==> src/segsum_pkg.sv <==
`timescale 1ns / 1ps
// ----------------------------------------------------------------------------
// segsum_pkg
// shared types and constants for the segment tree range sum block
// ----------------------------------------------------------------------------
package segsum_pkg;

    localparam int CFG_W   = 11;
    localparam int POS_W   = 11;
    localparam int LAST_W  = 11;
    localparam int VALUE_W = 32;
    localparam int OUT_W   = 32;

    localparam logic [CFG_W-1:0] LEAF_COUNT_RESET = 11'd1024;

    localparam logic OP_SET   = 1'b0;
    localparam logic OP_QUERY = 1'b1;

    typedef enum logic [2:0] {
        ST_CLEAR,
        ST_IDLE,
        ST_DECODE,
        ST_UP_READ,
        ST_UP_WRITE,
        ST_Q_WALK,
        ST_Q_OUT
    } state_t;

    // controller to datapath
    typedef struct packed {
        logic clear_step;
        logic capture;
        logic load;
        logic up_write;
        logic q_step;
        logic load_out;
    } cmd_t;

    // datapath to controller
    typedef struct packed {
        logic clr_done;
        logic is_update;
        logic upd_ok;
        logic parent_nz;
        logic q_empty;
        logic lt;
        logic k_parent_nz;
        logic out_free;
    } status_t;

endpackage

==> src/segsum_ctrl.sv <==
`timescale 1ns / 1ps
// ----------------------------------------------------------------------------
// segsum_ctrl
// sequencer for clearing, leaf updates, ancestor rebuild and range walks
// ----------------------------------------------------------------------------
module segsum_ctrl (
    input  logic                clk,
    input  logic                rst_n,
    input  logic                in_valid,
    output logic                in_stall,
    input  segsum_pkg::status_t status,
    output segsum_pkg::cmd_t    cmd
);
    import segsum_pkg::*;

    state_t state_reg;
    state_t state_next;

    always_ff @(posedge clk or negedge rst_n)
    begin
        if (!rst_n)
        begin
            state_reg <= ST_CLEAR;
        end
        else
        begin
            state_reg <= state_next;
        end
    end

    always_comb
    begin
        state_next = state_reg;
        unique case (state_reg)
            ST_CLEAR:
            begin
                if (status.clr_done)
                begin
                    state_next = ST_IDLE;
                end
            end
            ST_IDLE:
            begin
                if (in_valid)
                begin
                    state_next = ST_DECODE;
                end
            end
            ST_DECODE:
            begin
                if (status.is_update)
                begin
                    state_next = (status.upd_ok && status.parent_nz) ? ST_UP_READ : ST_IDLE;
                end
                else
                begin
                    state_next = status.q_empty ? ST_Q_OUT : ST_Q_WALK;
                end
            end
            ST_UP_READ:
            begin
                state_next = ST_UP_WRITE;
            end
            ST_UP_WRITE:
            begin
                state_next = status.k_parent_nz ? ST_UP_READ : ST_IDLE;
            end
            ST_Q_WALK:
            begin
                if (!status.lt)
                begin
                    state_next = ST_Q_OUT;
                end
            end
            ST_Q_OUT:
            begin
                if (status.out_free)
                begin
                    state_next = ST_IDLE;
                end
            end
            default:
            begin
                state_next = ST_CLEAR;
            end
        endcase
    end

    always_comb
    begin
        cmd            = '0;
        cmd.clear_step = (state_reg == ST_CLEAR);
        cmd.capture    = (state_reg == ST_IDLE) && in_valid;
        cmd.load       = (state_reg == ST_DECODE);
        cmd.up_write   = (state_reg == ST_UP_WRITE);
        cmd.q_step     = (state_reg == ST_Q_WALK);
        cmd.load_out   = (state_reg == ST_Q_OUT) && status.out_free;
        in_stall       = (state_reg != ST_IDLE);
    end

endmodule

==> config.mk <==
export PLATFORM = sky130hd
export DESIGN_NAME = segsum_ctrl
export DESIGN_NICKNAME = d
export VERILOG_FILES = /design/src/segsum_pkg.sv /design/src/segsum_ctrl.sv
export SDC_FILE = /design/constraint.sdc
export NUM_CORES = 1
export LEC_CHECK = 0
export ABC_AREA = 1
export BUFFER_PORTS_ARGS = -buffer_cell sky130_fd_sc_hd__buf_2
export CORE_AREA = 2 2 39 41
export CTS_CLUSTER_DIAMETER = 60
export DETAILED_ROUTE_END_ITERATION = 12
export DIE_AREA = 0 0 41 43
export SYNTH_ARGS = -nofsm -noshare
export SYNTH_HDL_FRONTEND = slang
export SYNTH_SLANG_ARGS = --single-unit
==> constraint.sdc <==
create_clock -name clk -period 2.8 [get_ports clk]
set_clock_uncertainty 0.2 [all_clocks]
set_input_delay 0.42 -clock clk [delete_from_list [all_inputs] [get_ports clk]]
set_output_delay 0.42 -clock clk [all_outputs]
set_load 0.03 [all_outputs]
== Word-level counts from Yosys, hierarchy flattened ==
Index checks and enable logic that the tools add are counted.

* Register bits after elaboration: 3
* Bits of input ports: 11
* Output and inout port bits: 7
* Logic and storage cells: 26

* Equal/unequal tests: 11
* Multiplexer cells: 9
* Reductions and logical operators: 5

{| class="wikitable"
|+ Operators with widths
! kind !! count
|-
| case mux 3 bit (7 select lines) || 1
|-
| two-way mux 3 bit || 5
|-
| equality test 3 bit (second input constant) || 3
|-
| != test 2 bit (second input constant) || 4
|-
| equality test 3 x 2 -> 1 bit (second input constant) || 2
|-
| two-way mux 2 bit || 3
|-
| AND reduction 4 bit || 1
|-
| equality test 3 x 1 -> 1 bit (second input constant) || 1
|-
| logical AND 1 bit || 3
|-
| zero test 3 bit || 1
|-
| != test 3 x 1 -> 1 bit (second input constant) || 1
|}

== Depth between registers and ports, before layout ==
Gate-level depths: netlist of the first run.

* Depth in word-level cells: 4
* Mapped depth: 8
* Mapped depth without buffers: 7

== Worst setup path before layout of the first run ==
No wires, ideal clock.

* Path kind: register to output
* Start point: register state_reg[2]
* End point: output cmd[0] (netlist name)
* Data arrival time: 1.494 ns
* Data required time: 2.180 ns
* Slack: 0.686 ns
* Cell stages (with the launch flop): 3
* Buffers on the path: 0
* Cells stage by stage: dfrtp_1 > inv_2 > nor4_1

{| class="wikitable"
|+ RTL lines
! what !! RTL line !! RTL
|-
| start, declared || segsum_ctrl.sv:16 || <nowiki>state_t state_reg;</nowiki>
|-
| start signal, assigned || segsum_ctrl.sv:27 || <nowiki>state_reg <= state_next;</nowiki>
|-
| end, declared || segsum_ctrl.sv:12 || <nowiki>output segsum_pkg::cmd_t cmd</nowiki>
|}

==> results of run 1 <==
==> worst max-delay path, cell delays in order, from the launching register on <==
cell,delay (ns)
sky130_fd_sc_hd__dfrtp_1,0.54
sky130_fd_sc_hd__inv_2,0.11
sky130_fd_sc_hd__nor2_4,0.13
sky130_fd_sc_hd__nand2_1,0.07
sky130_fd_sc_hd__nor2_1,0.08
sky130_fd_sc_hd__buf_2,0.19
==> cells in the mapped netlist <==
cell type	instances
sky130_fd_sc_hd__nor3_1	2
sky130_fd_sc_hd__dfrtp_1	3
sky130_fd_sc_hd__nand3_1	5
sky130_fd_sc_hd__nor2_2	1
sky130_fd_sc_hd__inv_2	3
sky130_fd_sc_hd__nor4_1	1
sky130_fd_sc_hd__nand2_1	12
sky130_fd_sc_hd__nand4_1	2
sky130_fd_sc_hd__o21bai_1	2
sky130_fd_sc_hd__nand2_2	3
sky130_fd_sc_hd__buf_4	1
sky130_fd_sc_hd__inv_1	6
sky130_fd_sc_hd__nor2_4	3
sky130_fd_sc_hd__nor2_1	3
sky130_fd_sc_hd__buf_6	1
sky130_fd_sc_hd__nand3_2	2
==> power by group through the flow <==
stage | Combinational, mW | Clock, mW | Sequential [mW]
6_report | 0.296 | 0.0727 | 0.112
5_1_grt | 0.329 | 0.0775 | 0.118
4_1_cts | 0.299 | 0.0750 | 0.112
3_5_place_dp | 0.296 | 0 | 0.113
3_3_place_gp | 0.297 | 0 | 0.112
2_1_floorplan | 0.291 | 0 | 0.0735
==> cells in the final DEF, fill, tap and decap left out <==
| master | n |
|---|---|
| sky130_fd_sc_hd__nor3_1 | 2 |
| sky130_fd_sc_hd__nand2_2 | 3 |
| sky130_fd_sc_hd__dlygate4sd3_1 | 1 |
| sky130_fd_sc_hd__nand3_1 | 5 |
| sky130_fd_sc_hd__nand4_1 | 2 |
| sky130_fd_sc_hd__o21bai_1 | 2 |
| sky130_fd_sc_hd__dfrtp_1 | 3 |
| sky130_fd_sc_hd__nor2_2 | 1 |
| sky130_fd_sc_hd__nor2_4 | 3 |
| sky130_fd_sc_hd__nand2_1 | 12 |
| sky130_fd_sc_hd__nor4_1 | 1 |
| sky130_fd_sc_hd__inv_2 | 3 |
| sky130_fd_sc_hd__nand3_2 | 2 |
| sky130_fd_sc_hd__clkbuf_1 | 1 |
| sky130_fd_sc_hd__inv_1 | 6 |
| sky130_fd_sc_hd__buf_2 | 17 |
| sky130_fd_sc_hd__nor2_1 | 3 |
| sky130_fd_sc_hd__clkbuf_4 | 3 |
==> what timing repair did <==
action | CTS | global route
gates resized for setup | 0 | 0
endpoints found under the hold margin | 3 | 0
hold buffers | 1 | 0
==> cells by family (layout without fill, tap and decap cells) <==
family,count (synthesis),count (layout),share of synthesized area
and+or+nand+nor,34,34,0.570
buffers and inverters,11,31,0.158
DFF,3,3,0.226
AOI/OAI and AO/OA,2,2,0.0453
==> layer usage <==
layer | share of wire | track usage | wire (um)
met2 | 0.47 | 0.134 | 349
met5 | 0 | 0 | 0
met1 | 0.46 | 0.127 | 344
met3 | 0.074 | 0 | 55
met4 | 0 | 0.0400 | 0
==> stage by stage <==
stage               utilization  hold slack, ns  setup WS, ns  instance area, sq um  cells
CTS                       0.328           0.312         0.835                   454     86
finish                    0.328           0.315         0.838                   454     86
global route              0.328           0.317         0.681                   454     86
floorplan                     -         -0.0756         0.686                   332     50
global placement          0.302          0.0162          1.10                   418     81
detailed placement        0.302          0.0160          1.08                   418     81
==> worst paths after layout <==
kind	start	to	slack [ns]	depth (start not counted)
setup reg to reg	state_reg[0]$_DFFE_PN0P_	state_reg[1]$_DFFE_PN0P_	1.38	7
max in group asynchronous	rst_n	state_reg[0]$_DFFE_PN0P_	1.98	2
hold / removal	rst_n	state_reg[2]$_DFFE_PN0P_	0.32	2
setup / recovery	state_reg[0]$_DFFE_PN0P_	cmd[4]	0.84	5
hold reg to reg	state_reg[2]$_DFFE_PN0P_	state_reg[1]$_DFFE_PN0P_	0.52	2
min in group clk	status[0]	state_reg[1]$_DFFE_PN0P_	0.36	4
==> layout make-up <==
cell class                 instances  share of cell area
clock buffer                       4              0.0579
tap                               16              0.0441
multi-input combinational         36               0.449
inverter                           9              0.0744
timing repair buffer              18               0.209
sequential                         3               0.165
==> impl_metrics.py, run 1 <==
metrics = {
    "cells_and_area": {
        "post_route_cells_drive_above_1_share": 0.457,
        "num-nets-final": 82,
        "n_diodes": 0,
        "regArea_sq_um": 75.1,
        "area.growth.synth_to_final_pct": 37.0,
        "multi_input_area_sq_um": 204,
        "num-fill-cells": 156,
        "largest_reg_flops": 3,
    },
    "cts": {
        "postCtsSetupRepairBufs": 0,
        "clock_path_buffers": 2,
        "cts_tree": "yes",
        "cts-htree-levels": 1,
        "cts.reportedPaths.clkPinSlew_ns": 0.04,
        "clk-insertion-delay-late_ns": 0.23,
        "cts_made_buffers": 3,
        "clkSinkCount": 3,
        "clock-root-buffer": "sky130_fd_sc_hd__clkbuf_4",
    },
    "grt": {
        "grt_pass1_wl_um": 1100,
        "via_count_of_the_first_global_routing_pass": 292,
        "globalRouteTotalUtil": 0.0887,
        "overflow_left_after_global_routing": 0,
        "grt_max_degree": 10,
        "antenna_violations_before_repair": 0,
    },
    "yosys": {
        "synth_top_area_cell": "sky130_fd_sc_hd__dfrtp_1",
        "post-synth-top-area-fraction": 0.226,
        "post_synth.cell_area_avg_sq_um": 6.63,
        "yosys_warning_count": 0,
        "sequential_share_of_the_synthesized_area": 0.226,
        "synth.top_cells.by_area": "sky130_fd_sc_hd__dfrtp_1 23%, sky130_fd_sc_hd__nand2_1 14%, sky130_fd_sc_hd__nor2_4 10%",
        "netlist-cell-type-count": 16,
        "synth-seq-cells": 3,
        "synth_nets": 61,
        "syn_inst": 50,
        "syn_area_sq_um": 332,
    },
    "sta": {
        "final-max-slew-violation-count": 0,
        "timing.final.crit_share": 0.701,
        "layout_min_cycle_time_ns": 1.96,
        "max_clock_freq_ghz": 0.510,
        "timing_worst_slew_pin_value_ns": 0.354,
        "fin_setup_tns_ns": 0,
        "setup_viol_count_final": 0,
        "hold_viol_final": 0,
        "maxSlewHeadroom": 0.764,
        "setup_repair_after_global_routing_missed_its_margin": "false",
    },
    "floorplan": {
        "die_area_sq_um": 1760,
        "die_w_um": 41,
        "die_y_um": 43,
        "initial_core_utilization": 0.240,
        "core_region_area_sq_um": 1380,
        "rows": 14,
        "num_io_pins": 18,
    },
    "pwr": {
        "pwr-share-clk": 0.151,
        "cellInternalPower_mw": 0.216,
        "pwr-share-seq": 0.233,
        "peakVddDrop_mv": 0.257,
        "power-per-cell-area_nw_per_um2": 1060,
        "power.share.combinational": 0.616,
        "power_switching_mw": 0.265,
        "sw_frac_of_total": 0.550,
        "power_mw": 0.481,
        "p_leak_nw": 0.272,
    },
    "routing": {
        "totalWireLength_um": 748,
        "final_antenna_net_count": 0,
        "routed_wire_length_per_instance_um": 8.70,
        "via_count": 370,
        "firstDrtPassIters": 4,
        "detail_route.drc_violations": 0,
        "drt-vias-per-instance": 4.30,
        "first_iter_violations": 5,
    },
    "setup_path": {
        "crit_path_kind": "reg2out",
        "crit_path_start_kind": "flip-flop",
        "cp_data_arrival_time_ns": 1.34,
        "timing.critical_path.fanout_max": 9,
        "timing.critical_path.to_type": "output pin",
        "cp.required_ns": 2.18,
    },
    "outcome": {
        "outcome": "finished, final reports clean",
    },
    "placement": {
        "place.gp.congestion": 0.734,
        "port-buffer-count": 17,
        "post_detail_place_hpwl_um": 605,
    },
    "run": {
        "max-cap-violations": 0,
    },
    "min_path": {
        "holdCritPathClass": "in2async",
    },
}
No activity file was read; power rests on OpenSTA's default activity.
==> run 2: changes to the inputs <==
--- a/config.mk
+++ b/config.mk
@@ -5,7 +5,7 @@
 export SDC_FILE = /design/constraint.sdc
 export NUM_CORES = 1
 export LEC_CHECK = 0
-export ABC_AREA = 1
+export ABC_AREA = 0
 export BUFFER_PORTS_ARGS = -buffer_cell sky130_fd_sc_hd__buf_2
 export CORE_AREA = 2 2 39 41
 export CTS_CLUSTER_DIAMETER = 60
==> constraint.sdc (replaced) <==
create_clock -name clk -period 1.6 [get_ports clk]
set_clock_uncertainty 0.2 [all_clocks]
set_input_delay 0.24 -clock clk [delete_from_list [all_inputs] [get_ports clk]]
set_output_delay 0.24 -clock clk [all_outputs]
set_load 0.03 [all_outputs]
==> run 2 against run 1 <==
Effect of this change: synthesized area decreased by 11%; hold slack worse by 0.19 ns; power increased to 2.6 times the previous value; die area unchanged; first-iteration DRC count grew to 3.4 times the previous value; critical path depth down 2; critical endpoint is now cmd[0]; via count grew 6.5%; critical path type unchanged; sequential cell count unchanged; the flow now finishes with violations (negative setup slack); synthesized cell count decreased by 28%; clock-buffer cell count stayed put; clock power is 90% higher; register-to-register slack lost 1.4 ns.
==> impl_metrics.py, run 2 <==
metrics = {
    "sta": {
        "timing.final.crit_share": 1.02,
        "setup_viol_count_final": 4,
        "final-max-slew-violation-count": 0,
        "layout_min_cycle_time_ns": 1.63,
        "max_clock_freq_ghz": 0.615,
        "setup_repair_after_global_routing_missed_its_margin": "true",
        "hold_viol_final": 0,
        "maxSlewHeadroom": 0.809,
        "layout_setup_ws_ns": -0.0250,
        "timing_worst_slew_pin_value_ns": 0.287,
    },
    "cells_and_area": {
        "final_common_cell": "sky130_fd_sc_hd__buf_2",
        "postLayoutCellArea_sq_um": 601,
        "post_route_cells_drive_above_1_share": 0.627,
        "area.growth.synth_to_final_pct": 103,
        "leading_cell_types_in_the_layout_fill_and_taps_excluded": "11 x sky130_fd_sc_hd__buf_2, 9 x sky130_fd_sc_hd__buf_6, 8 x sky130_fd_sc_hd__buf_4",
        "postLayoutCoreUtil": 0.434,
        "n_diodes": 0,
        "largest_reg_flops": 3,
        "num-fill-cells": 141,
        "num-nets-final": 79,
    },
    "min_path": {
        "holdCritPathClass": "in2async",
    },
    "pwr": {
        "p_leak_nw": 0.283,
        "power-per-cell-area_nw_per_um2": 2080,
        "power_mw": 1.25,
        "peakVddDrop_mv": 0.645,
    },
    "run": {
        "max-cap-violations": 0,
    },
    "grt": {
        "antenna_violations_before_repair": 0,
        "grt_max_degree": 13,
        "overflow_left_after_global_routing": 0,
        "globalRouteTotalUtil": 0.116,
        "grt_pass1_wl_um": 1390,
        "via_count_of_the_first_global_routing_pass": 349,
    },
    "floorplan": {
        "num_io_pins": 18,
        "die_area_sq_um": 1760,
        "die_y_um": 43,
        "die_w_um": 41,
        "initial_core_utilization": 0.213,
        "core_region_area_sq_um": 1380,
        "rows": 14,
    },
    "outcome": {
        "failed_checks": "negative setup slack",
        "outcome": "finished, violations left",
    },
    "cts": {
        "cts.reportedPaths.clkPinSlew_ns": 0.04,
        "cts_tree": "yes",
        "clkSinkCount": 3,
        "clock-root-buffer": "sky130_fd_sc_hd__clkbuf_4",
        "clock_path_buffers": 2,
        "cts-htree-levels": 1,
        "clk-insertion-delay-late_ns": 0.24,
        "cts_made_buffers": 3,
    },
    "placement": {
        "post_detail_place_hpwl_um": 512,
        "dp_worst_setup_slack_ns": 0.0612,
        "port-buffer-count": 17,
        "place.gp.congestion": 0.738,
        "postPlaceCellArea_sq_um": 389,
    },
    "routing": {
        "via_count": 394,
        "detail_route.drc_violations": 0,
        "first_iter_violations": 17,
        "routed_wire_length_per_instance_um": 12.2,
        "final_antenna_net_count": 0,
        "firstDrtPassIters": 4,
        "drt-vias-per-instance": 4.75,
        "totalWireLength_um": 1010,
    },
    "yosys": {
        "synth_nets": 47,
        "synth-seq-cells": 3,
        "synth_enable_flop_cells": 0,
        "netlist-cell-type-count": 24,
        "ys_dominant_reg_cell": "sky130_fd_sc_hd__dfrtp_1",
        "yosys_warning_count": 0,
        "postSynth.asyncResetShare": 1.00,
        "syn_area_sq_um": 295,
        "synth.top_cells.by_area": "sky130_fd_sc_hd__dfrtp_1 25%, sky130_fd_sc_hd__nor3b_1 7.6%, sky130_fd_sc_hd__o21ai_1 5.1%",
        "post-synth-top-area-fraction": 0.254,
        "syn_inst": 36,
        "post_synth.cell_area_avg_sq_um": 8.20,
        "post_synth_most_frequent_cells": "3 x sky130_fd_sc_hd__dfrtp_1, 3 x sky130_fd_sc_hd__nor3b_1, 3 x sky130_fd_sc_hd__o21ai_1",
        "sequential_share_of_the_synthesized_area": 0.254,
        "synth_top_area_cell": "sky130_fd_sc_hd__dfrtp_1",
    },
    "setup_path": {
        "startpoint": "state_reg[2]$_DFFE_PN0P_",
        "timing.critical_path.to_type": "output pin",
        "worstReg2RegEnd": "state_reg[0]$_DFFE_PN0P_",
        "cp_data_arrival_time_ns": 1.19,
        "rr_startpoint": "state_reg[2]$_DFFE_PN0P_",
        "crit_path_start_kind": "flip-flop",
        "worst_reg2reg_path_length_in_cells": 5,
        "rrSetupSlack_ns": 0.01,
        "timing.critical_path.fanout_max": 5,
        "cp.required_ns": 1.16,
        "crit_path_kind": "reg2out",
    },
}
## run 2: changes by cell type in the layout (fill, tap and decap cells not counted), moves of 3 or more
cell and delta:
sky130_fd_sc_hd__dfrtp_1 -3, sky130_fd_sc_hd__nand2_1 -10, sky130_fd_sc_hd__buf_4 +8, sky130_fd_sc_hd__inv_1 -5
sky130_fd_sc_hd__o21ai_1 +3, sky130_fd_sc_hd__nand3_1 -5, sky130_fd_sc_hd__inv_2 -3, sky130_fd_sc_hd__buf_6 +9
sky130_fd_sc_hd__dfrtp_2 +3, sky130_fd_sc_hd__nand2_2 -3, sky130_fd_sc_hd__buf_2 -6
## run 2: timing repair
item,CTS,global route
setup buffers,9,3
hold endpoints to repair,3,0
gates resized for setup,9,19
setup endpoints to repair,7,9
hold buffers,1,0
pin swaps,0,6
## run 2: kinds of logic after synthesis
kind of cell           Yosys count  share of synthesized area
AO/OA/AOI/OAI                   11                      0.241
buffers and inverters            4                     0.0847
flip-flops                       3                      0.254
AND/OR/NAND/NOR                 18                      0.419
## run 2: cell type report
class                      instances  area (sq um)  share of cell area
clock buffer                       4          26.3              0.0438
sequential                         3          78.8               0.131
timing repair buffer              30           246               0.410
inverter                           1          3.75             0.00625
tap                               16          20.0              0.0333
multi-input combinational         29           225               0.375
## run 2: power breakdown
part / internal, mW / switching [mW]
Sequential: 0.121 / 0.105
Combinational: 0.485 / 0.400
Clock: 0.0938 / 0.0442
## run 2: through the flow
| step | cells | setup TNS, ns | hold slack (ns) |
|---|---|---|---|
| CTS | 80 | -0.0269 | 0.124 |
| global placement | 66 | 0 | -0.162 |
| global route | 83 | -0.381 | 0.122 |
| detailed placement | 66 | 0 | -0.162 |
| finish | 83 | -0.0563 | 0.124 |
| floorplan | 36 | 0 | -0.256 |
## run 2: worst max-delay path by stage
stage                                     endpoint  cells after the start
after floorplan           state_reg[1]$_DFFE_PN0P_                      3
after global routing      state_reg[0]$_DFFE_PN0P_                      5
after global placement                      cmd[4]                      3
after detailed placement                    cmd[4]                      3
final                                       cmd[0]                      3
after CTS                                   cmd[4]                      3
## run 2: layer usage
layer	GRT usage	vias to the layer above	wire [um]	share of wire
met5	0	-	0	0
met4	0.0600	0	11	0.011
met3	0.0157	2	51	0.051
met2	0.191	14	532	0.53
met1	0.136	183	414	0.41
li1	-	195	-	-
## run 2: critical path: stages, from the launching register on
cell                      delay (ns)
sky130_fd_sc_hd__dfrtp_2        0.46
sky130_fd_sc_hd__buf_4          0.16
sky130_fd_sc_hd__and4b_1        0.19
sky130_fd_sc_hd__buf_6          0.14
